`config.mk`:
```
export PLATFORM = sky130hd
export DESIGN_NAME = rvx_serial_alu
export DESIGN_NICKNAME = d
export VERILOG_FILES = /design/src/design/rv32i_instruction_execute_assert.svh /design/src/design/rvx_pkg.sv /design/src/design/rvx_serial_alu.sv
export SDC_FILE = /design/constraint.sdc
export NUM_CORES = 1
export LEC_CHECK = 0
export BUFFER_PORTS_ARGS = -buffer_cell sky130_fd_sc_hd__buf_2
export CELL_PAD_IN_SITES_DETAIL_PLACEMENT = 2
export CELL_PAD_IN_SITES_GLOBAL_PLACEMENT = 2
export CORE_MARGIN = 2
export CORE_UTILIZATION = 34
export CTS_CLUSTER_DIAMETER = 60
export DETAILED_ROUTE_END_ITERATION = 10
export PLACE_DENSITY_LB_ADDON = 0.1
export SLEW_MARGIN = 15
export SYNTH_ARGS = -nofsm -noshare
export SYNTH_HDL_FRONTEND = slang
export SYNTH_SLANG_ARGS = --single-unit
```
`constraint.sdc`:
```
create_clock -name clk -period 7.6 [get_ports clk]
set_clock_uncertainty 0.1 [all_clocks]
set_input_delay 2.28 -clock clk [delete_from_list [all_inputs] [get_ports clk]]
set_output_delay 2.28 -clock clk [all_outputs]
set_load 0.005 [all_outputs]
```
`src/design/rv32i_instruction_execute_assert.svh`:
```
// Assertion macros for the RV32I execute block.
`ifndef RV32I_INSTRUCTION_EXECUTE_ASSERT_SVH
`define RV32I_INSTRUCTION_EXECUTE_ASSERT_SVH
`ifndef SYNTHESIS
`define RVX_ASSERT_IMP(name, ante, cons, msg) \
    name: assert property (@(posedge clk) disable iff (!rst_n) (ante) |-> (cons)) \
        else $error(msg);
`define RVX_ASSERT_NXT(name, ante, cons, msg) \
    name: assert property (@(posedge clk) disable iff (!rst_n) (ante) |=> (cons)) \
        else $error(msg);
`else
`define RVX_ASSERT_IMP(name, ante, cons, msg)
`define RVX_ASSERT_NXT(name, ante, cons, msg)
`endif
`endif

```
`src/design/rvx_pkg.sv`:
```
// Shared types and encodings for the RV32I execute block.
package rvx_pkg;

    localparam logic [6:0] OPC_OP     = 7'h33;
    localparam logic [6:0] OPC_OPIMM  = 7'h13;
    localparam logic [6:0] OPC_LOAD   = 7'h03;
    localparam logic [6:0] OPC_STORE  = 7'h23;
    localparam logic [6:0] OPC_LUI    = 7'h37;
    localparam logic [6:0] OPC_AUIPC  = 7'h17;
    localparam logic [6:0] OPC_JAL    = 7'h6F;
    localparam logic [6:0] OPC_JALR   = 7'h67;
    localparam logic [6:0] OPC_BRANCH = 7'h63;

    localparam logic [6:0] F7_BASE = 7'h00;
    localparam logic [6:0] F7_ALT  = 7'h20;

    localparam logic [2:0] F3_ADD  = 3'd0;
    localparam logic [2:0] F3_SLL  = 3'd1;
    localparam logic [2:0] F3_SLT  = 3'd2;
    localparam logic [2:0] F3_SLTU = 3'd3;
    localparam logic [2:0] F3_XOR  = 3'd4;
    localparam logic [2:0] F3_SR   = 3'd5;
    localparam logic [2:0] F3_OR   = 3'd6;
    localparam logic [2:0] F3_AND  = 3'd7;

    localparam logic [2:0] F3_BEQ  = 3'd0;
    localparam logic [2:0] F3_BNE  = 3'd1;
    localparam logic [2:0] F3_BLT  = 3'd4;
    localparam logic [2:0] F3_BGE  = 3'd5;
    localparam logic [2:0] F3_BLTU = 3'd6;
    localparam logic [2:0] F3_BGEU = 3'd7;

    localparam logic [2:0] F3_LB  = 3'd0;
    localparam logic [2:0] F3_LH  = 3'd1;
    localparam logic [2:0] F3_LW  = 3'd2;
    localparam logic [2:0] F3_LBU = 3'd4;
    localparam logic [2:0] F3_LHU = 3'd5;

    localparam logic [2:0] F3_SB = 3'd0;
    localparam logic [2:0] F3_SH = 3'd1;
    localparam logic [2:0] F3_SW = 3'd2;

    localparam logic [1:0] ST_OK    = 2'd0;
    localparam logic [1:0] ST_HALT  = 2'd1;
    localparam logic [1:0] ST_UNSUP = 2'd2;
    localparam logic [1:0] ST_MISAL = 2'd3;

    localparam logic [2:0] ALU_ADD = 3'd0;
    localparam logic [2:0] ALU_SUB = 3'd1;
    localparam logic [2:0] ALU_XOR = 3'd2;
    localparam logic [2:0] ALU_OR  = 3'd3;
    localparam logic [2:0] ALU_AND = 3'd4;

    typedef struct packed {
        logic       load;
        logic [2:0] op;
        logic       shift_en;
        logic       shift_left;
        logic       shift_arith;
        logic [4:0] shamt;
    } alu_ctrl_t;

    typedef struct packed {
        logic [31:0] rx;
        logic [31:0] ry;
        logic [31:0] rz;
        logic [31:0] ash;
        logic        carry;
        logic        ne;
        logic        a_msb;
        logic        b_msb;
    } alu_res_t;

endpackage

```
`src/design/rvx_serial_alu.sv`:
```
// Bit-serial ALU: operand lane, pc+imm lane, pc+4 lane and a one-place shifter.
module rvx_serial_alu import rvx_pkg::*;
(
    input  logic        clk,
    input  logic        rst_n,
    input  alu_ctrl_t   ctrl,
    input  logic [31:0] opa,
    input  logic [31:0] opb,
    input  logic [31:0] opp,
    input  logic [31:0] opc,
    output alu_res_t    res,
    output logic        done
);

    localparam logic [1:0] PH_IDLE  = 2'd0;
    localparam logic [1:0] PH_SER   = 2'd1;
    localparam logic [1:0] PH_SHIFT = 2'd2;

    logic [1:0]  phase_reg, phase_next;
    logic [4:0]  cnt_reg, cnt_next;
    logic        done_reg, done_next;

    logic [31:0] a_reg, b_reg, p_reg, c_reg, rx_reg, ry_reg, rz_reg;
    logic        cx_reg, cy_reg, cz_reg, ne_reg, a_msb_reg, b_msb_reg;
    logic [2:0]  op_reg;
    logic        sh_en_reg, left_reg, arith_reg;
    logic [4:0]  shamt_reg;

    logic        bx, sx, cxn, bitx, zb, sy, cyn, sz, czn;
    logic [31:0] ash_next;

    always_comb
    begin
        bx  = b_reg[0] ^ (op_reg == ALU_SUB);
        sx  = a_reg[0] ^ bx ^ cx_reg;
        cxn = (a_reg[0] & bx) | (a_reg[0] & cx_reg) | (bx & cx_reg);
        case (op_reg)
            ALU_XOR: bitx = a_reg[0] ^ b_reg[0];
            ALU_OR:  bitx = a_reg[0] | b_reg[0];
            ALU_AND: bitx = a_reg[0] & b_reg[0];
            default: bitx = sx;
        endcase
        sy  = p_reg[0] ^ c_reg[0] ^ cy_reg;
        cyn = (p_reg[0] & c_reg[0]) | (p_reg[0] & cy_reg) | (c_reg[0] & cy_reg);
        zb  = (cnt_reg == 5'd2);
        sz  = p_reg[0] ^ zb ^ cz_reg;
        czn = (p_reg[0] & zb) | (p_reg[0] & cz_reg) | (zb & cz_reg);
        ash_next = left_reg ? {a_reg[30:0], 1'b0} : {arith_reg & a_reg[31], a_reg[31:1]};
    end

    always_comb
    begin
        phase_next = phase_reg;
        cnt_next   = cnt_reg;
        done_next  = 1'b0;
        case (phase_reg)
            PH_SER:
            begin
                cnt_next = cnt_reg + 5'd1;
                if (cnt_reg == 5'd31)
                begin
                    if (sh_en_reg && (shamt_reg != 5'd0))
                    begin
                        phase_next = PH_SHIFT;
                        cnt_next   = shamt_reg;
                    end
                    else
                    begin
                        phase_next = PH_IDLE;
                        done_next  = 1'b1;
                    end
                end
            end
            PH_SHIFT:
            begin
                cnt_next = cnt_reg - 5'd1;
                if (cnt_reg == 5'd1)
                begin
                    phase_next = PH_IDLE;
                    done_next  = 1'b1;
                end
            end
            default:
            begin
                if (ctrl.load)
                begin
                    phase_next = PH_SER;
                    cnt_next   = 5'd0;
                end
            end
        endcase
    end

    always_ff @(posedge clk or negedge rst_n)
    begin
        if (!rst_n)
        begin
            phase_reg <= PH_IDLE;
            cnt_reg   <= 5'd0;
            done_reg  <= 1'b0;
        end
        else
        begin
            phase_reg <= phase_next;
            cnt_reg   <= cnt_next;
            done_reg  <= done_next;
        end
    end

    always_ff @(posedge clk)
    begin
        if (ctrl.load && (phase_reg == PH_IDLE))
        begin
            a_reg     <= opa;
            b_reg     <= opb;
            p_reg     <= opp;
            c_reg     <= opc;
            op_reg    <= ctrl.op;
            cx_reg    <= (ctrl.op == ALU_SUB);
            cy_reg    <= 1'b0;
            cz_reg    <= 1'b0;
            ne_reg    <= 1'b0;
            a_msb_reg <= opa[31];
            b_msb_reg <= opb[31];
            sh_en_reg <= ctrl.shift_en;
            left_reg  <= ctrl.shift_left;
            arith_reg <= ctrl.shift_arith;
            shamt_reg <= ctrl.shamt;
        end
        else if (phase_reg == PH_SER)
        begin
            a_reg  <= {a_reg[0], a_reg[31:1]};
            b_reg  <= {b_reg[0], b_reg[31:1]};
            p_reg  <= {p_reg[0], p_reg[31:1]};
            c_reg  <= {1'b0, c_reg[31:1]};
            rx_reg <= {bitx, rx_reg[31:1]};
            ry_reg <= {sy, ry_reg[31:1]};
            rz_reg <= {sz, rz_reg[31:1]};
            cx_reg <= cxn;
            cy_reg <= cyn;
            cz_reg <= czn;
            ne_reg <= ne_reg | (a_reg[0] ^ b_reg[0]);
        end
        else if (phase_reg == PH_SHIFT)
        begin
            a_reg <= ash_next;
        end
    end

    assign res.rx    = rx_reg;
    assign res.ry    = ry_reg;
    assign res.rz    = rz_reg;
    assign res.ash   = a_reg;
    assign res.carry = cx_reg;
    assign res.ne    = ne_reg;
    assign res.a_msb = a_msb_reg;
    assign res.b_msb = b_msb_reg;
    assign done      = done_reg;

endmodule

```
==> impl_metrics.ini, run 1 <==
[global_routing]
met3_usage_pct = 3.57
grt_util_met1_pct = 24.2
grt_busiest_layer = met2
antenna_found_initial = 1
grt_pass1_wl_mm = 42.2
gr-usage-met2_pct = 28.8
grt_max_degree = 101
grt_use_total_pct = 17.6
grt_pass1_vias = 7273
grt_remaining_overflow = 0

[pwr]
p_per_area_nw_per_um2 = 486
peakVddDrop_mv = 0.223
power_frac_comb_pct = 28.5
internal_power_w = 0.00406
p_sw_w = 0.00208
leakagePower_nw = 5.39
clkPwrFrac_pct = 22.4
swShare_pct = 33.9
p_total_w = 0.00613
pwr-share-seq_pct = 49.1

[critical_path]
required_ps = 7700
path_class = in2reg
r2r_cells = 6
cp-end-kind = flop
startpoint_type = input pin
critPathMaxStageDelay_ps = 720
startpoint = ctrl[11]
r2r-start = phase_reg[0]
crit_top_cell = buf_4
path_cells = buf_2, nand2_4, buf_4, nand2b_4, buf_4
cp_data_arrival_time_ps = 4450
critical_path.max_fanout = 96
cp_slowest_cell = buf_4

[floorplanning]
die-area_um2 = 30600
fp-row-count = 62
die_w_um = 175
initial_core_util_pct = 34.6
coreArea_um2 = 28700
ioPinCount = 275
fp.dieH_um = 175

[yosys]
synth_seq_cells = 249
seq_area_frac_synth_pct = 74.6
ys_types = 42
syn_avg_cell_area_um2 = 13.0
yosysWarnings = 0
syn_inst = 765
syn_area_um2 = 9920
syn_nets = 920

[route]
wire_per_inst_um = 18.8
vias = 6863
dr.pass1.iters = 4
ant_nets = 0
routed_wl_mm = 27.2
viasPerCell = 4.75
detail_route.iter0.violations = 362
drc = 0

[clock_tree]
clk_latency_ps = 550
cts_max_path_buffers = 3
cts.sinks = 249
root_buffer = clkbuf_16
hold_buffers = 0
cts_resized = 0
cts_tree = done
cts_htree_levels = 1
postCtsSetupRepairBufs = 0
clk_pin_slew_ps = 60
cts_buffers = 31

[timing]
clock.fmax_mhz = 230
tightest_slew_ps = 1120
setup_tns_ps = 0
fin_crit_ps = 4350
drv_slew = 0
fin_crit_sh_pct = 57.3
slew_headroom_pct = 25.3
finalSetupViolations = 0
rsz0062_at_grt = false
hold_violations = 0

[layout]
multiInputGateArea_um2 = 2320
nets = 1194
drive_gt1_share_pct = 31.4
syn_to_final_growth_pct = 27.3
nFillCells = 3043
register_area_um2 = 7410

[hold_path]
min-delay-start = rx_reg[30]
whs_path_depth = 0
hold_path_class = reg2reg

[placement]
port_buffers = 274
gp_congestion = 0.743
dp_hpwl_mm = 18.5

[run_status]
run_status = completed

[job]
maxCapViolCount = 0
## layout by cell type (no fill, tap or decap), types with 3 or more instances in the layout
cell type,n
nand2_1,319
mux2i_1,33
nor3_1,3
clkbuf_1,6
dfxtp_1,3
edfxtp_1,238
buf_2,274
clkinv_1,6
clkbuf_16,31
a21oi_1,8
nor2_1,11
buf_4,5
ha_1,9
clkinv_2,6
xnor2_1,3
inv_1,14
dfrtp_1,8
nand3_1,4
o21ai_0,39
fa_1,3
## through the flow
step           instance area [µm²]  worst slack, ps  utilization (%)  cells  hold WS (ps)
2_1_floorplan                 9920             1260                -    765           338
3_3_place_gp                 11700             2680             40.7   1390           325
3_5_place_dp                 11700             2710             40.7   1390           330
4_1_cts                      12600             3270             44.0   1445           334
5_1_grt                      12600             3090             44.0   1445           350
6_report                     12600             3250             44.0   1446           333
## per-layer routing
metal / share of wire [%] / wire length, µm / vias up
met5: 0 / 0 / -
met4: 2.0 / 542 / 0
met3: 6.0 / 1620 / 30
met2: 48 / 13000 / 223
met1: 44 / 12100 / 3406
li1: - / - / 3204
## power groups by stage
stage	Sequential [W]	Clock (W)	Combinational [W]
after CTS	0.00303	0.00142	0.00181
after floorplan	0.00299	0	0.000962
after global routing	0.00310	0.00147	0.00200
after detailed placement	0.00304	0	0.00179
after global placement	0.00298	0	0.00174
final	0.00301	0.00138	0.00175
## final timing paths
kind / endpoint / slack (ps)
max reg2reg: p_reg[26] / 4370
min: rx_reg[29] / 330
min in group asynchronous: cnt_reg[1] / 1480
min reg2reg: rx_reg[29] / 330
max: p_reg[26] / 3250
max in group asynchronous: phase_reg[0] / 5710
## cell type report
cell class	count	area share, %
well taps	384	3.80
clock inverters	18	1.16
repair buffers	279	11.2
inverters	15	0.485
flip-flops and latches	249	58.6
clock buffers	37	6.32
diodes	1	0.0198
multi-input cells	463	18.4
## critical path, delay by kind of cell
kind                   cells  cell delay (ps)
and+or+nand+nor            2              600
buffers and inverters      3             1360
## cells by family after synthesis
| group | count (synthesis) | share of synthesized area, % |
|---|---|---|
| and+or+nand+nor | 350 | 13.8 |
| buffers and inverters | 53 | 2.29 |
| AOI/OAI and AO/OA | 63 | 3.71 |
| adders and majority gates | 13 | 1.87 |
| xor gates and xnor gates | 3 | 0.265 |
| muxes | 34 | 3.44 |
| DFF | 249 | 74.6 |
## cell usage after synthesis
cell type / instances / share of area, %
o2111ai_1: 1 / 0.088
nand2b_1: 2 / 0.13
nor3_2: 1 / 0.10
mux2_2: 1 / 0.11
o21bai_1: 1 / 0.076
nor3_1: 3 / 0.15
a22oi_1: 1 / 0.076
ha_1: 10 / 1.3
nand4_1: 1 / 0.063
o221ai_1: 1 / 0.088
nand2_1: 320 / 12
and3_1: 2 / 0.13
a21boi_0: 1 / 0.076
buf_4: 4 / 0.30
dfxtp_1: 3 / 0.61
buf_1: 5 / 0.19
a311oi_1: 1 / 0.088
mux2i_1: 33 / 3.3
clkbuf_1: 18 / 0.68
o21ai_0: 39 / 2.0
edfxtp_1: 238 / 72
o211ai_2: 1 / 0.13
nand3b_1: 1 / 0.076
and4_1: 1 / 0.088
a221oi_2: 1 / 0.15
nand3_1: 4 / 0.20
a22o_1: 1 / 0.088
xnor2_1: 3 / 0.26
a31oi_1: 2 / 0.13
nor2_1: 11 / 0.42
a221oi_1: 2 / 0.18
o21ai_1: 2 / 0.10
or4_4: 1 / 0.11
inv_1: 15 / 0.57
dfrtp_1: 8 / 2.0
or3_1: 1 / 0.063
nor2b_1: 1 / 0.063
a211oi_1: 1 / 0.076
fa_1: 3 / 0.61
a21oi_1: 8 / 0.40
nand3_2: 1 / 0.10
buf_2: 11 / 0.55
(Power assumes the default switching activity.)
==> run 2, diff against run 1 <==
--- a/config.mk
+++ b/config.mk
@@ -9,7 +9,7 @@
 export CELL_PAD_IN_SITES_DETAIL_PLACEMENT = 2
 export CELL_PAD_IN_SITES_GLOBAL_PLACEMENT = 2
 export CORE_MARGIN = 2
-export CORE_UTILIZATION = 34
+export CORE_UTILIZATION = 31
 export CTS_CLUSTER_DIAMETER = 60
 export DETAILED_ROUTE_END_ITERATION = 10
 export PLACE_DENSITY_LB_ADDON = 0.1
==> constraint.sdc (replaced) <==
create_clock -name clk -period 3.65 [get_ports clk]
set_clock_uncertainty 0.1 [all_clocks]
set_input_delay 1.095 -clock clk [delete_from_list [all_inputs] [get_ports clk]]
set_output_delay 1.095 -clock clk [all_outputs]
set_load 0.005 [all_outputs]
==> run 2 against run 1 <==
Worst setup slack lost 2000 ps. Clock power grew 130%. Global-route usage down 1.9 points. Flip-flop and latch count unchanged. Worst hold slack lost 26 ps. Die area up 9.4%. Cell count is 1.9% higher. Total power increased by 110%. Wire length fell by 0.45%. Non-clock buffer count increased by 5. Via count grew 0.35%. Combinational power up 110%. Critical path type is now reg2out. Highest routed layer is now met5.
==> impl_metrics.ini, run 2 (synthesis results as in run 1) <==
[clock_tree]
hold_buffers = 0
cts_htree_levels = 1
postCtsSetupRepairBufs = 0
cts_tree = done
cts_max_path_buffers = 3
clk_latency_ps = 540
clk_pin_slew_ps = 60
cts.sinks = 249
cts_buffers = 31
cts_resized = 0
root_buffer = clkbuf_16

[layout]
final_cell_mix = nand2_1, buf_2, edfxtp_1
drive_gt1_share_pct = 32.3
syn_to_final_growth_pct = 29.6
nets = 1199
final_common_cell = nand2_1
fin_util_pct = 40.8

[floorplanning]
die-area_um2 = 33500
die_w_um = 183
initial_core_util_pct = 31.5
fp-row-count = 65
ioPinCount = 275
coreArea_um2 = 31600
fp.dieH_um = 183

[critical_path]
crit_buf_inv = 1
cp-end-kind = primary output
cp_data_arrival_time_ps = 1190
critical_path.max_fanout = 5
required_ps = 2450
cp_slowest_cell = edfxtp_1
path_delay_family = flip-flops
path_cells = buf_2
startpoint_type = flop
path_class = reg2out
critPathMaxStageDelay_ps = 470

[job]
maxCapViolCount = 0

[timing]
fin_crit_sh_pct = 65.4
finalSetupViolations = 0
tightest_slew_ps = 795
setup_tns_ps = 0
clock.fmax_mhz = 419
fin_crit_ps = 2390
hold_violations = 0
slew_headroom_pct = 46.6
rsz0062_at_grt = false
drv_slew = 0

[run_status]
run_status = completed

[route]
vias = 6887
detail_route.iter0.violations = 209
viasPerCell = 4.68
drc = 0
dr.pass1.iters = 4
wire_per_inst_um = 18.4
routed_wl_mm = 27.1
ant_nets = 0

[placement]
dp_hpwl_mm = 18.8
port_buffers = 274
gp_congestion = 0.752

[global_routing]
antenna_found_initial = 8
grt_remaining_overflow = 0
grt_max_degree = 108
grt_use_total_pct = 15.7
grt_pass1_wl_mm = 41.5
grt_pass1_vias = 7294

[pwr]
p_per_area_nw_per_um2 = 1020
p_total_w = 0.0132
peakVddDrop_mv = 0.451
leakagePower_nw = 5.49

[hold_path]
hold_path_class = in2async
==> run 2: cell count changes in the layout (fill, tap and decap cells not counted) <==
cell and delta:
clkbuf_1 +1, buf_12 +3, bufinv_16 +3, clkinv_1 -6
clkinv_4 +2, clkinv_2 -2, inv_6 +1, clkbuf_8 +3
buf_4 +2, diode_2 +2
==> run 2: worst reg2reg max path, stage by stage (launching register included) <==
cell and delay (ps):
dfrtp_1 390, inv_1 120, ha_4 240, buf_4 510
nand2b_4 320, buf_12 280
==> run 2: power breakdown <==
group	leakage (nW)	total (W)	internal [W]	switching (W)
clock	0.524	0.00319	0.00198	0.00121
combinational	2.48	0.00373	0.00136	0.00238
sequential	2.48	0.00624	0.00546	0.000779
==> run 2: final timing paths <==
path	depth (start not counted)	to	slack, ps	startpoint
max	1	res[4]	1260	a_reg[0]
min	1	done	310	rst_n
max reg2reg	5	c_reg[10]	1310	phase_reg[1]
min reg2reg	0	rz_reg[15]	350	rz_reg[16]
max in group asynchronous	1	cnt_reg[1]	2940	rst_n
min in group clk	0	rz_reg[15]	350	rz_reg[16]
==> run 2: final cells by class <==
| class | count | area [µm²] |
|---|---|---|
| clock inverter | 16 | 230 |
| sequential | 249 | 7410 |
| multi-input combinational | 463 | 2320 |
| clock buffer | 41 | 843 |
| timing repair buffer | 284 | 1480 |
| antenna | 3 | 7.51 |
| fill | 3312 | 18700 |
| inverter | 15 | 61.3 |
| tap | 402 | 503 |
==> run 2: metal layers <==
layer / global-route usage [%] / vias up / wire length (µm)
met5: 0 / - / 67
met4: 3.39 / 8 / 534
met3: 4.75 / 45 / 1920
met2: 25.7 / 203 / 12600
met1: 20.7 / 3411 / 11900
li1: - / 3220 / -
==> run 2: per-stage QoR <==
| stage | instances | setup WS [ps] | area [µm²] | hold WS, ps |
|---|---|---|---|---|
| final | 1473 | 1260 | 12900 | 307 |
| after global routing | 1471 | 1160 | 12900 | 297 |
| after CTS | 1470 | 1220 | 12900 | 286 |
| after detailed placement | 1413 | 999 | 11800 | 333 |
| after global placement | 1413 | 1040 | 11800 | 326 |
| after floorplan | 765 | 176 | 9930 | 338 |
