<file path="src/design/rv32i_instruction_execute_assert.svh">
// Assertion macros for the RV32I execute block.
`ifndef RV32I_INSTRUCTION_EXECUTE_ASSERT_SVH
`define RV32I_INSTRUCTION_EXECUTE_ASSERT_SVH
`ifndef SYNTHESIS
`define RVX_ASSERT_IMP(name, ante, cons, msg) \
    name: assert property (@(posedge clk) disable iff (!rst_n) (ante) |-> (cons)) \
        else $error(msg);
`define RVX_ASSERT_NXT(name, ante, cons, msg) \
    name: assert property (@(posedge clk) disable iff (!rst_n) (ante) |=> (cons)) \
        else $error(msg);
`else
`define RVX_ASSERT_IMP(name, ante, cons, msg)
`define RVX_ASSERT_NXT(name, ante, cons, msg)
`endif
`endif

</file>
<file path="src/design/rvx_mod_unit.sv">
// Bit-serial remainder by the memory size in bytes or in words.
module rvx_mod_unit
#(
    parameter int DATA_MEM_WORDS = 16384,
    localparam int BW = $clog2(DATA_MEM_WORDS * 4)
)
(
    input  logic          clk,
    input  logic          rst_n,
    input  logic          start,
    input  logic          sel_words,
    input  logic [31:0]   value,
    output logic [BW-1:0] rem,
    output logic          done
);

    localparam logic [BW:0] MB_C = (BW+1)'(DATA_MEM_WORDS * 4);
    localparam logic [BW:0] MW_C = (BW+1)'(DATA_MEM_WORDS);

    logic          run_reg, done_reg;
    logic [4:0]    cnt_reg;
    logic [31:0]   val_reg;
    logic [BW-1:0] r_reg, r_next;
    logic          sel_reg;
    logic [BW:0]   t, m;

    always_comb
    begin
        t = {r_reg, val_reg[31]};
        m = sel_reg ? MW_C : MB_C;
        r_next = (t >= m) ? BW'(t - m) : t[BW-1:0];
    end

    always_ff @(posedge clk or negedge rst_n)
    begin
        if (!rst_n)
        begin
            run_reg  <= 1'b0;
            done_reg <= 1'b0;
            cnt_reg  <= 5'd0;
        end
        else
        begin
            done_reg <= 1'b0;
            if (start)
            begin
                run_reg <= 1'b1;
                cnt_reg <= 5'd0;
            end
            else if (run_reg)
            begin
                cnt_reg <= cnt_reg + 5'd1;
                if (cnt_reg == 5'd31)
                begin
                    run_reg  <= 1'b0;
                    done_reg <= 1'b1;
                end
            end
        end
    end

    always_ff @(posedge clk)
    begin
        if (start)
        begin
            val_reg <= value;
            sel_reg <= sel_words;
            r_reg   <= '0;
        end
        else if (run_reg)
        begin
            val_reg <= {val_reg[30:0], 1'b0};
            r_reg   <= r_next;
        end
    end

    assign rem  = r_reg;
    assign done = done_reg;

endmodule

</file>
<file path="config.mk">
export PLATFORM = sky130hd
export DESIGN_NAME = rvx_mod_unit
export DESIGN_NICKNAME = d
export VERILOG_FILES = /design/src/design/rv32i_instruction_execute_assert.svh /design/src/design/rvx_mod_unit.sv
export SDC_FILE = /design/constraint.sdc
export NUM_CORES = 1
export LEC_CHECK = 0
export ABC_AREA = 1
export BUFFER_PORTS_ARGS = -buffer_cell sky130_fd_sc_hd__buf_2
export CORE_ASPECT_RATIO = 2
export CORE_UTILIZATION = 25
export DETAILED_ROUTE_END_ITERATION = 6
export PLACE_DENSITY = 0.53
export SYNTH_ARGS = -nofsm -noshare
export SYNTH_HDL_FRONTEND = slang
export SYNTH_SLANG_ARGS = --single-unit
export TNS_END_PERCENT = 100
</file>
<file path="constraint.sdc">
create_clock -name clk -period 3.1 [get_ports clk]
set_input_delay 0 -clock clk [delete_from_list [all_inputs] [get_ports clk]]
set_output_delay 0 -clock clk [all_outputs]
set_load 0.1 [all_outputs]
</file>
==> results, run 1 <==
- The total power of the final layout is between 1.5 and 2 mW.
- In this run the core area contains 51 standard-cell rows.
- VDD sags by at most between 300 and 400 uV.
- The path class of the tightest hold or removal check is input pin to register.
- The transition at the pin with the smallest max-transition slack is ~1000 ps.
- Following the worst setup path forward leads to its endpoint at val_reg[23]$_DFFE_PP_.
- The number of buffers and inverters on the critical path is 1.
- The cell count after synthesis is about 260.
- Global routing used roughly a tenth of the available tracks across all layers.
- The time the final worst path needs with I/O delays and setup is roughly 1700 ps.
- The overall die area is approximately 10,000 sq um.
- The area of the mapped netlist is 2510 sq um.
- Across the run, the number of max-cap violations was 0.
- Setup repair after global routing left no endpoint under its margin.
- In this run the clock root is driven by a sky130_fd_sc_hd__clkbuf_16.
- After clock tree synthesis, the clock-pin slew on the worst setup and hold paths is 70 ps.
- The maximum net fanout on the critical path is 46.
- Traced cell by cell, the critical path runs through nor2_2 -> inv_2.
- The number of synthesis warnings is 0.
- The library cells used most frequently in the layout, excluding fill and tap cells, are sky130_fd_sc_hd__nand2_1, sky130_fd_sc_hd__buf_2, sky130_fd_sc_hd__edfxtp_1.
- Using the TritonRoute via totals, the vias-per-cell ratio works out to roughly 4.
- The family with the most delay on the worst path is buffers and inverters.
- In this run, post-CTS repair resized a total of 0 instances.
- The register with the most flip-flops in the layout has 32 of them.
- 0 antenna diodes ended up in the layout.
- Adding up every negative setup slack in the final design gives 0 ps.
- The final clock skew is 2.13 ps.
- The TritonCTS clock tree is built.
- For this design the ratio of total power to cell area is ~550 nW/um^2.
- The number of hold buffers added after cts is 24.
- The library cell used most frequently in the layout, excluding fill and tap cells, is sky130_fd_sc_hd__nand2_1.
- The total of endpoints with negative setup slack in the final report is 0.
- Hold timing on the final database bottoms out at a slack of -3.58 ps.
- The number of H-tree levels is 2.
- At the end of the flow, the number of nets in the layout was 364.
- The critical path runs through a total of 2 cells.
- The standby leakage power is ~1.5 nW.
- After synthesis, the mean cell area works out to around 9.6 sq um.
- The data required time at the worst endpoint is 3010 ps.
- The checks that failed: negative hold slack.
- The largest net degree at the start of global routing is 47.
- The number of buffers inserted during clock tree synthesis is 5.
- The hold violation count in the final report is 3.
- The sort of element at the end of the critical path is a register.
- The share of the cycle needed by the critical path after routing is a little over half.
- From left edge to right edge, the die measures between 70 and 80 um.
- At the worst endpoint, the arrival time is roughly 1600 ps.
- The number of sinks handled by clock tree synthesis is 56.
- Detailed placement finished with a half-perimeter wire length of approximately 3700 um.
- Once detail routing completed, the nets flagged for antenna violations numbered 0.
- The first global-routing pass estimated roughly 8400 um of wire.
- Compared with the post-synthesis result, the final layout area differs by 27.4%.
- The highest achievable clock rate is roughly 0.59 GHz.
- The detailed-route wire length is roughly 5300 um.
- The worst setup slack for register-to-register paths is about 1400 ps.
- Before CTS, the worst setup slack after placement is 1410 ps.
- For this design, the slowest cell found on the critical path is sky130_fd_sc_hd__inv_2.
- The clock passes through at most 2 buffers.
- Routability-driven placement finished with a final weighted congestion of approximately 0.75.
- After detailed routing, the average wire length per cell comes to 11.5 um.
- The sequential share of the synthesized area is 59.3%.
- The count of filler cells inserted in the layout is 1,030.
- The first-pass iteration count of the detailed router is 4.
- The run finished, with violations left.
- The later-pin clock latency in the skew report is 290 ps.
- The synthesized netlist contains 23 unique library cells.
- The post-CTS setup buffer count is 0.
- The number of top-level design ports is between 50 and 60.
- The via count of the first global-routing pass is ~1,800.
- After detailed routing, the number of remaining DRC violations is 0.
- The initial cell density of the core is about a quarter.
- The origin of the worst setup path is run_reg$_DFF_PN0_.
- The normalized max-slew margin is approximately a third.
- The critical path startpoint category is a register.
- The startpoint of the worst-slack reg-to-reg timing path is run_reg$_DFF_PN0_.
- The total area inside the core boundary comes to around 9800 sq um.
- The total nets after synthesis is 301.
- The global-route congestion overflow total is 0.
- After layout, the worst setup slack is ~1400 ps.
- The number of antenna violations at the first check in global routing was 0.
- The die is 144 um tall.
- The total number of vias is approximately 1,800.
- The worst stage delay on the critical path is approximately 730 ps.
- The worst register-to-register path has a depth of 2.
- The number of pins with negative max-slew slack in the final report came to 0.
- The classification of the worst setup path is register to register.
- Synthesis inferred 56 register bits.
- The endpoint identified for the worst register-to-register timing path is val_reg[23]$_DFFE_PP_.
- The fraction of final layout cells with drive strength greater than 1 is 24.3%.
- Buffers placed on the I/O ports in this run total 52.
- The detailed router finished its first iteration with 75 violations.
-- through the flow --
stage / instances / utilization (%) / instance area [sq um] / hold WS, ps
after floorplan: 261 / - / 2510 / -296
after global placement: 424 / 28.5 / 2780 / -154
after detailed placement: 424 / 28.5 / 2780 / -157
after CTS: 456 / 32.6 / 3190 / 0.630
after global routing: 457 / 32.7 / 3200 / 10.8
final: 457 / 32.7 / 3200 / -3.58
-- tightest hold or removal path, cell delays in order --
cell                      delay (ps)
sky130_fd_sc_hd__buf_2            70
sky130_fd_sc_hd__nand2_1          50
sky130_fd_sc_hd__nand2_1          60
-- per-layer routing --
layer	track usage (%)	part of all wire, %	vias up
met5	0	0	-
met4	3.41	1.1	0
met3	2.10	2.5	5
met2	19.9	54	36
met1	11.6	43	833
li1	-	-	960
-- worst min-delay path by stage --
stage              start                      to  slack [ps]  cells past startpoint
3_3_place_gp       rst_n  cnt_reg[0]$_DFFE_PN0P_        -150                      1
3_5_place_dp       rst_n  cnt_reg[0]$_DFFE_PN0P_        -160                      1
6_report       value[20]   val_reg[20]$_DFFE_PP_          -4                      3
5_1_grt        value[23]   val_reg[23]$_DFFE_PP_          10                      3
4_1_cts        value[20]   val_reg[20]$_DFFE_PP_         0.6                      3
2_1_floorplan      rst_n  cnt_reg[0]$_DFFE_PN0P_        -300                      0
-- Yosys cell counts --
master                     count  area [sq um]
sky130_fd_sc_hd__nor2_2        1          6.26
sky130_fd_sc_hd__o21ai_1       2          10.0
sky130_fd_sc_hd__a31oi_1       1          6.26
sky130_fd_sc_hd__nand2_1     112           420
sky130_fd_sc_hd__dfxtp_1      16           320
sky130_fd_sc_hd__xnor2_1       1          8.76
sky130_fd_sc_hd__o22ai_2      10           125
sky130_fd_sc_hd__nand3_1       6          30.0
sky130_fd_sc_hd__buf_4        14           105
sky130_fd_sc_hd__nor3_1        3          15.0
sky130_fd_sc_hd__a22o_1        2          17.5
sky130_fd_sc_hd__o22ai_1       4          25.0
sky130_fd_sc_hd__inv_1        13          48.8
sky130_fd_sc_hd__dfrtp_1       7           175
sky130_fd_sc_hd__edfxtp_1     33           991
sky130_fd_sc_hd__ha_1          4          50.1
sky130_fd_sc_hd__nor2_4        1          11.3
sky130_fd_sc_hd__buf_6         2          22.5
sky130_fd_sc_hd__buf_2         6          30.0
sky130_fd_sc_hd__inv_2         8          30.0
sky130_fd_sc_hd__clkinv_1      3          11.3
sky130_fd_sc_hd__a21oi_1       2          10.0
sky130_fd_sc_hd__nor2_1       10          37.5
-- final cells by class --
class | count | area, sq um | area share [%]
clock buffer | 5 | 125 | 3.92
clock inverter | 3 | 37.5 | 1.17
inverter | 24 | 90.1 | 2.82
multi-input combinational | 159 | 773 | 24.2
sequential | 56 | 1490 | 46.5
tap | 132 | 165 | 5.17
timing repair buffer | 78 | 518 | 16.2
-- power breakdown --
group	total, mW	internal [mW]	leakage (nW)	switching [mW]
Sequential	0.872	0.845	0.582	0.0267
Combinational	0.265	0.0920	0.822	0.173
Clock	0.616	0.376	0.0789	0.241
Total	1.75	1.31	1.48	0.440
-- cell families (layout without fill, tap and decap cells) --
logic type | after synthesis | after routing | share of synthesized area (%)
AO/OA/AOI/OAI | 21 | 21 | 7.73
XOR/XNOR | 1 | 1 | 0.349
adder cells (fa/ha/maj) | 4 | 4 | 2.00
buffers and inverters | 46 | 110 | 9.88
flip-flops | 56 | 56 | 59.3
AND/OR/NAND/NOR | 133 | 133 | 20.8
Note: power is estimated with default switching activity, not from simulation.
==> run 2, diff against run 1 <==
clock period = 1.7 ns   (was 3.1 ns; I/O delays follow)
==> results, run 2 (synthesis results as in run 1) <==
- The run finished, with violations left.
- The final reports fail on negative hold slack.
- The area taken by multi-input logic gates is about 770 sq um.
- The reported net switching power is about 830 uW.
- The final weighted congestion in routability-driven placement is between 0.7 and 0.8.
- The post-detailed-placement half-perimeter wirelength is about 3500 um.
- Net switching is between 20 and 30% of the power.
- The first-pass iteration count of the detailed router is 6.
- The endpoint identified for the worst register-to-register timing path is rem[15]$_SDFFE_PP0P_.
- The clock passes through at most 2 buffers.
- The path with the worst hold slack has its endpoint at val_reg[19]$_DFFE_PP_.
- The commonest non-fill, non-tap cell in the layout is sky130_fd_sc_hd__nand2_1.
- Adding up every negative setup slack in the final design gives 0 ps.
- In this run the power density over the cells is 945 nW/um^2.
- The first-pass GRT wire length is between 8000 and 9000 um.
- The worst hold path begins at value[19].
- The path type of the worst min-delay path is input pin to register.
- The TritonCTS clock tree is built.
- After detailed routing, the total wire length is roughly 5400 um.
- The buffer cell driving the clock tree root is sky130_fd_sc_hd__clkbuf_16.
- Internal power comes to ~2.3 mW.
- 0 antenna diodes ended up in the layout.
- In this run the critical register-to-register path is launched from sel_reg$_DFFE_PP_.
- The classification of the worst setup path is register to register.
- Setup repair after global routing left no endpoint under its margin.
- After detailed placement, the total cell area comes to about 2800 sq um.
- The die boundary width is roughly 73 um.
- In the final routed layout, each cell accounts on average for 11.6 um.
- Clock-pin slew was measured on the worst setup and hold paths at 70 ps.
- The number of design-rule violations left by the first detailed-router iteration is 84.
- Data arrives at the worst endpoint at ~1600 ps.
- The fraction of final layout cells with drive strength greater than 1 is between 20% and 30%.
- During I/O placement, the number of pins put on the boundary was between 50 and 60.
- The share of the cycle needed by the critical path after routing is between 80% and 90%.
- The worst ir drop on vdd is 530 uV.
- The total of endpoints with negative setup slack in the final report is 0.
- The worst setup slack for register-to-register paths is 280 ps.
- The number of pins with negative max-slew slack in the final report is 0.
- The power share of the clock group is 32.7%.
- The all-layer global routing usage is between 10% and 20%.
- The row count is 51.
- The core area is between 9000 and 10,000 sq um.
- At the pin with the least slew margin, the transition time is 545 ps.
- The standby leakage power is 1.52 nW.
- The detailed-route vias per instance is 4.05.
- The worst setup path is captured at a register.
- Derived from the worst setup path, the maximum achievable clock frequency is around 0.7 GHz.
- The overall die area is 10,500 sq um.
- The normalized max-slew margin is a little under two thirds.
- STA classifies the critical path startpoint as a register.
- The number of max-capacitance violations reported is 0.
- The combined flip-flop and latch cell area is around 1500 sq um.
- The final clock skew is between 8 and 9 ps.
- The total number of vias is approximately 1,900.
- The sequential group share of total power is between 50% and 60%.
- The top cell types in the final layout, fill and taps aside, are sky130_fd_sc_hd__nand2_1, sky130_fd_sc_hd__buf_2, sky130_fd_sc_hd__edfxtp_1.
- The data required time at the worst endpoint is 1890 ps.
- Counting I/O delays and the setup requirement, the final critical path takes between 1000 and 1500 ps.
- The number of I/O port buffers is 52.
- The global-route met1 utilization is a little under an eighth.
- The floorplan die height is approximately 140 um.
- The hold violation count in the final report was 1.
- TritonCTS created 5 clock buffers.
- Combinational cells account for 16.2% of the total power.
- At the end of the flow, the number of nets in the layout was around 370.
- The initial cell density of the core is around 26%.
- The most congested layer reported by global routing is met2.
- The count of filler cells inserted in the layout is ~1,000.
- The register with the most flip-flops in the layout has 32 of them.
- The number of cells on the worst reg-to-reg path is 8.
- The detail route stage leaves a number of antenna-violating nets equal to 0.
- From synthesis to final layout, the design area changed by 30.7%.
- On the final layout, the worst hold slack is -2.81 ps.
- CTS built an H-tree with a depth of 2.
- The maximum net fanout on the critical path is 3.
- After clock tree synthesis, the setup repair step added 0 buffers.
- Global routing used between 2 and 3% of the available met3 tracks.
- The number of sinks handled by clock tree synthesis is 56.
- The global routing met2 resource utilization is between 10% and 20%.
- The via count of the first global-routing pass is ~1,800.
- The clock reaches the later pin of the worst-skew pair after approximately 290 ps.
- Entering global routing, the biggest net connects 47 pins.
- The number of antenna violations at the first check in global routing is 0.
- The global-route congestion overflow total is 0.
- After routing the design area is around 3300 sq um.
- Along the worst hold path, the cell count comes to 3.
- The final routed DRC violation total is 0.
==> run 2: cell types whose count changed in the layout (fill, tap and decap cells not counted), sizes merged <==
| cell | delta |
|---|---|
| clkinv | -1 |
| buf | +2 |
| bufinv | -1 |
| clkbuf | +1 |
| dlygate4sd3 | +7 |
| clkinvlp | +1 |
==> run 2: worst max path at each step <==
stage / startpoint / end / slack, ps / cells after the start
2_1_floorplan: rem[14]$_SDFFE_PP0P_ / rem[14]$_SDFFE_PP0P_ / 100 / 7
3_3_place_gp: rem[13]$_SDFFE_PP0P_ / rem[14]$_SDFFE_PP0P_ / 380 / 9
3_5_place_dp: sel_reg$_DFFE_PP_ / rem[15]$_SDFFE_PP0P_ / 310 / 8
4_1_cts: sel_reg$_DFFE_PP_ / rem[15]$_SDFFE_PP0P_ / 300 / 8
5_1_grt: sel_reg$_DFFE_PP_ / rem[14]$_SDFFE_PP0P_ / 100 / 8
6_report: sel_reg$_DFFE_PP_ / rem[15]$_SDFFE_PP0P_ / 280 / 8
==> run 2: timing repair <==
item | in CTS | in global routing
hold buffers | 31 | 1
gates resized for setup | 0 | 0
hold endpoints to repair | 37 | 1
==> run 2: power groups by stage <==
stage / Sequential [mW] / Combinational [mW] / Clock (mW)
after detailed placement: 1.61 / 0.445 / 0
after CTS: 1.58 / 0.502 / 1.06
after global placement: 1.61 / 0.435 / 0
after global routing: 1.59 / 0.555 / 1.12
after floorplan: 1.71 / 0.235 / 0
final: 1.58 / 0.501 / 1.01
==> run 2: area by class of cell <==
class,instances,area share [%]
Sequential cell,56,45.5
Multi-Input combinational cell,159,23.6
Timing Repair Buffer,87,18.8
Tap cell,132,5.04
Clock buffer,6,3.93
Inverter,24,2.75
Clock inverter,2,0.382
==> run 2: through the flow <==
step	setup slack [ps]	hold slack, ps	power, mW	std cells	util, %
after floorplan	104	-296	1.95	261	-
after global placement	383	-154	2.05	426	28.8
after detailed placement	306	-154	2.06	426	28.8
after CTS	296	2.21	3.14	465	33.5
after global routing	101	10.9	3.27	466	33.6
final	276	-2.81	3.10	466	33.6
==> run 2: layer usage <==
layer,vias up,share of wire [%]
met5,-,0
met4,0,2.3
met3,7,3.5
met2,43,52
met1,867,42
li1,969,-
==> run 2: critical path, cell delays in order, from the launching register on <==
cell and delay (ps):
sky130_fd_sc_hd__edfxtp_1 410, sky130_fd_sc_hd__ha_1 330, sky130_fd_sc_hd__nand3_1 80, sky130_fd_sc_hd__nor2_1 100
sky130_fd_sc_hd__nand3_1 120, sky130_fd_sc_hd__nand2_1 110, sky130_fd_sc_hd__nand2_1 50, sky130_fd_sc_hd__nand3_1 70
sky130_fd_sc_hd__nand2_1 50
==> run 3, diff against run 2 <==
ABC_AREA = 0   (was 1)
PLACE_DENSITY = 0.54   (was 0.53)
clock period = 1.25 ns   (was 1.7 ns; I/O delays follow)
==> results, run 3 <==
- The first routing iteration left 38 violations.
- The detailed-route vias per instance is just over 4.
- The final reports fail on negative setup slack.
- The number of antenna violations at the first check in global routing is 0.
- For the pin with the worst max-slew slack, the measured transition is about 500 ps.
- Leaving out fill and tap cells, the most frequent cells in the layout are sky130_fd_sc_hd__buf_2, sky130_fd_sc_hd__edfxtp_1, sky130_fd_sc_hd__mux2_2.
- The commonest non-fill, non-tap cell in the layout is sky130_fd_sc_hd__buf_2.
- The highest achievable clock rate is just under 0.6 GHz.
- The aggregate negative setup slack is -845 ps.
- The most frequently used cell type in the post-synthesis netlist is sky130_fd_sc_hd__edfxtp_1.
- The combined flip-flop and latch cell area is approximately 1500 sq um.
- The hold violation count in the final report is 0.
- The congestion estimate from routability-driven global placement came to ~0.7.
- TritonCTS built the clock tree.
- The worst setup slack for register-to-register paths is -430 ps.
- The cell area that synthesis handed to floorplanning was between 2000 and 2500 sq um.
- The final layout contains routed wiring with a total length of 4860 um.
- The reported net switching power is around 900 uW.
- The first TritonRoute pass finished after 4 iterations.
- The final core utilization is 35.2%.
- The overall die area is roughly 10,000 sq um.
- Synthesis produced 179 cells.
- The worst ir drop on vdd is approximately 740 uV.
- The H-tree generated during clock tree synthesis spans 2 levels.
- The number of max-capacitance violations reported is 0.
- Cell internal power was estimated by the tool at between 3 and 4 mW.
- Yosys printed 0 warnings.
- The sequential group share of total power is 50.7%.
- The initial cell density of the core is roughly a quarter.
- The power share of the clock group is a little under two fifths.
- The global-route congestion overflow total is 0.
- In the post-route analysis, the smallest setup slack over all paths is -428 ps.
- The commonest register cell after synthesis is sky130_fd_sc_hd__edfxtp_1.
- After detailed routing, the average wire length per cell comes to 12.4 um.
- The number of buffers inserted during clock tree synthesis is 5.
- The number of top-level design ports is 53.
- In this run the standard cell core region covers about 9600 sq um.
- The register bit count reported by yosys is 56.
- Sorting the synthesized cells by how often they occur yields sky130_fd_sc_hd__edfxtp_1, sky130_fd_sc_hd__mux2_2, sky130_fd_sc_hd__nor2_1.
- The number of pins with negative max-slew slack in the final report is 0.
- No sink is reached through more buffers than the 2 on the longest clock path.
- The maximum net fanout on the critical path is 3.
- The total of endpoints with negative setup slack in the final report is 2.
- The sort of element at the end of the critical path is a register.
- The classification of the worst setup path is register to register.
- The proportion of register bits with asynchronous set or reset after synthesis is between 10% and 20%.
- STA classifies the critical path startpoint as a register.
- The via count of the first global-routing pass is ~1,600.
- Yosys mapped the design onto 28 distinct sky130hd cell types.
- The share of synthesized area in the top cell type comes to around 40%.
- The floorplan die height is 142 um.
- The row count is between 50 and 60.
- In the final design database the tool counted roughly 300 nets.
- The number of antenna-violating nets in the routed design is 0.
- At the worst endpoint, the arrival time is roughly 1900 ps.
- The first-pass GRT wire length is between 7000 and 8000 um.
- In this run, the combinational gates consume between 10% and 20% of the power.
- The power density relative to cell area is approximately 1300 nW/um^2.
- The standby leakage power is between 1.5 and 2 nW.
- The register with the most flip-flops in the layout has 32 of them.
- The data required time at the worst endpoint is roughly 1500 ps.
- The smallest clock period supported by the final layout is computed as 1680 ps.
- The number of antenna diodes in the final layout is 0.
- The cell sitting at the root of the clock tree is a sky130_fd_sc_hd__clkbuf_16.
- In the final layout, the multi-input gates occupy between 800 and 900 sq um.
- In this run switching power makes up between 20% and 30% of total power.
- The path type of the worst min-delay path is input pin to register.
- After synthesis, the mean cell area works out to roughly 14 sq um.
- The run finished, with violations left.
- In this run the tightest slew margin relative to its limit is 67.2%.
- The all-layer global routing usage is 10.0%.
- The area added between synthesis and finish is 37.3%.
- Port buffering added 52 buffers.
- The clock transition time at the flip-flop clock pins of the worst setup and hold paths is 70 ps.
- Entering global routing, the biggest net connects 42 pins.
- After synthesis, the cell types taking the most area are sky130_fd_sc_hd__edfxtp_1, sky130_fd_sc_hd__mux2_2, sky130_fd_sc_hd__dfxtp_1.
- The final routed DRC violation total is 0.
- Clock skew on the completed layout was measured at 7.27 ps.
- The number of nets handed over by synthesis was 219.
- The count of filler cells inserted in the layout is between 900 and 1,000.
- In this run, synthesis inferred 33 flip-flops with an integrated enable.
- Setup repair after global routing could not meet its margin everywhere.
- The die boundary width is between 70 and 80 um.
- The share of the cycle needed by the critical path after routing is 134%.
- The number of sinks handled by clock tree synthesis is 56.
- The routed layout has 1,613 vias.
- The post-synthesis cell type with the largest combined area is sky130_fd_sc_hd__edfxtp_1.
- After synthesis, flip-flops and latches occupy about 60% of the total area.
- The fraction of final layout cells with drive strength greater than 1 is 50.8%.
- After legalization and detailed placement, the total HPWL measured about 3400 um.
- The clock reaches the later pin of the worst-skew pair after approximately 300 ps.
run 3: cell types whose count changed after synthesis, moves of 3 or more:
cell,delta
sky130_fd_sc_hd__o22ai_2,-10
sky130_fd_sc_hd__o22ai_1,-4
sky130_fd_sc_hd__inv_2,-8
sky130_fd_sc_hd__mux2_2,+31
sky130_fd_sc_hd__inv_1,-10
sky130_fd_sc_hd__nand2_1,-110
sky130_fd_sc_hd__nand3_1,-6
sky130_fd_sc_hd__mux2i_1,+17
sky130_fd_sc_hd__nor2_1,+13
sky130_fd_sc_hd__clkinv_1,-3
sky130_fd_sc_hd__nor3_1,-3
run 3: worst max-delay path: stages (launching register included):
cell and delay, ps:
sky130_fd_sc_hd__edfxtp_1 440, sky130_fd_sc_hd__ha_4 300, sky130_fd_sc_hd__nor4b_4 170, sky130_fd_sc_hd__nand4_1 130, sky130_fd_sc_hd__o21ai_2 220, sky130_fd_sc_hd__mux2i_1 220, sky130_fd_sc_hd__a22o_1 130
run 3: repair_timing:
item                                   4_1_cts  5_1_grt
hold buffers                                18        0
gates resized for setup                      8        2
endpoints found under the hold margin       24        0
setup endpoints to repair                   35        4
buffers inserted                             1        1
pin swaps                                    7        3
run 3: routing by layer:
layer / track usage, % / share of wire [%] / vias up
met3: 2.48 / 3.3 / 6
met4: 4.95 / 2.1 / 0
met1: 9.71 / 39 / 787
li1: - / - / 784
met5: 0 / 0 / -
met2: 19.0 / 56 / 36
run 3: per-stage QoR:
stage | setup WS, ps | hold slack [ps] | power [mW] | instances | instance area (sq um)
after floorplan | -481 | -296 | 2.50 | 179 | 2500
after global placement | -403 | -149 | 2.64 | 364 | 2980
after detailed placement | -429 | -151 | 2.65 | 364 | 2980
after CTS | -416 | 1.04 | 4.31 | 391 | 3370
after global routing | -544 | 8.50 | 4.42 | 392 | 3390
final | -428 | 3.98 | 4.24 | 392 | 3390
run 3: power by group through the flow:
stage	clock, mW	sequential [mW]	combinational [mW]
floorplan	0	2.22	0.279
global placement	0	2.19	0.455
detailed placement	0	2.19	0.458
CTS	1.65	2.15	0.513
global route	1.70	2.16	0.555
finish	1.58	2.15	0.511
run 3: cell families after synthesis:
logic type	share of synthesized area [%]
AND/OR/NAND/NOR	8.11
flip-flops	60.2
multiplexers	21.0
adder cells (fa/ha/maj)	2.03
XOR/XNOR	1.07
buffers and inverters	6.09
AO/OA/AOI/OAI	1.42
run 3: layout make-up:
| type | instances | area share (%) |
|---|---|---|
| Clock buffer | 7 | 3.91 |
| Multi-Input combinational cell | 98 | 26.1 |
| Inverter | 3 | 0.517 |
| Sequential cell | 56 | 44.1 |
| Clock inverter | 1 | 0.886 |
| Tap cell | 132 | 4.87 |
| Timing Repair Buffer | 95 | 19.6 |
run 3: path summary, 6_finish.rpt:
kind | startpoint | end | cells after the start
worst max register to register | sel_reg$_DFFE_PP_ | rem[14]$_SDFFE_PP0P_ | 6
min in group asynchronous | rst_n | cnt_reg[3]$_DFFE_PN0P_ | 2
worst min register to register | val_reg[31]$_DFFE_PP_ | rem[0]$_SDFFE_PP0P_ | 2
worst max-delay path | sel_reg$_DFFE_PP_ | rem[14]$_SDFFE_PP0P_ | 6
max in group asynchronous | rst_n | cnt_reg[0]$_DFFE_PN0P_ | 2
worst min-delay path | value[8] | val_reg[8]$_DFFE_PP_ | 2
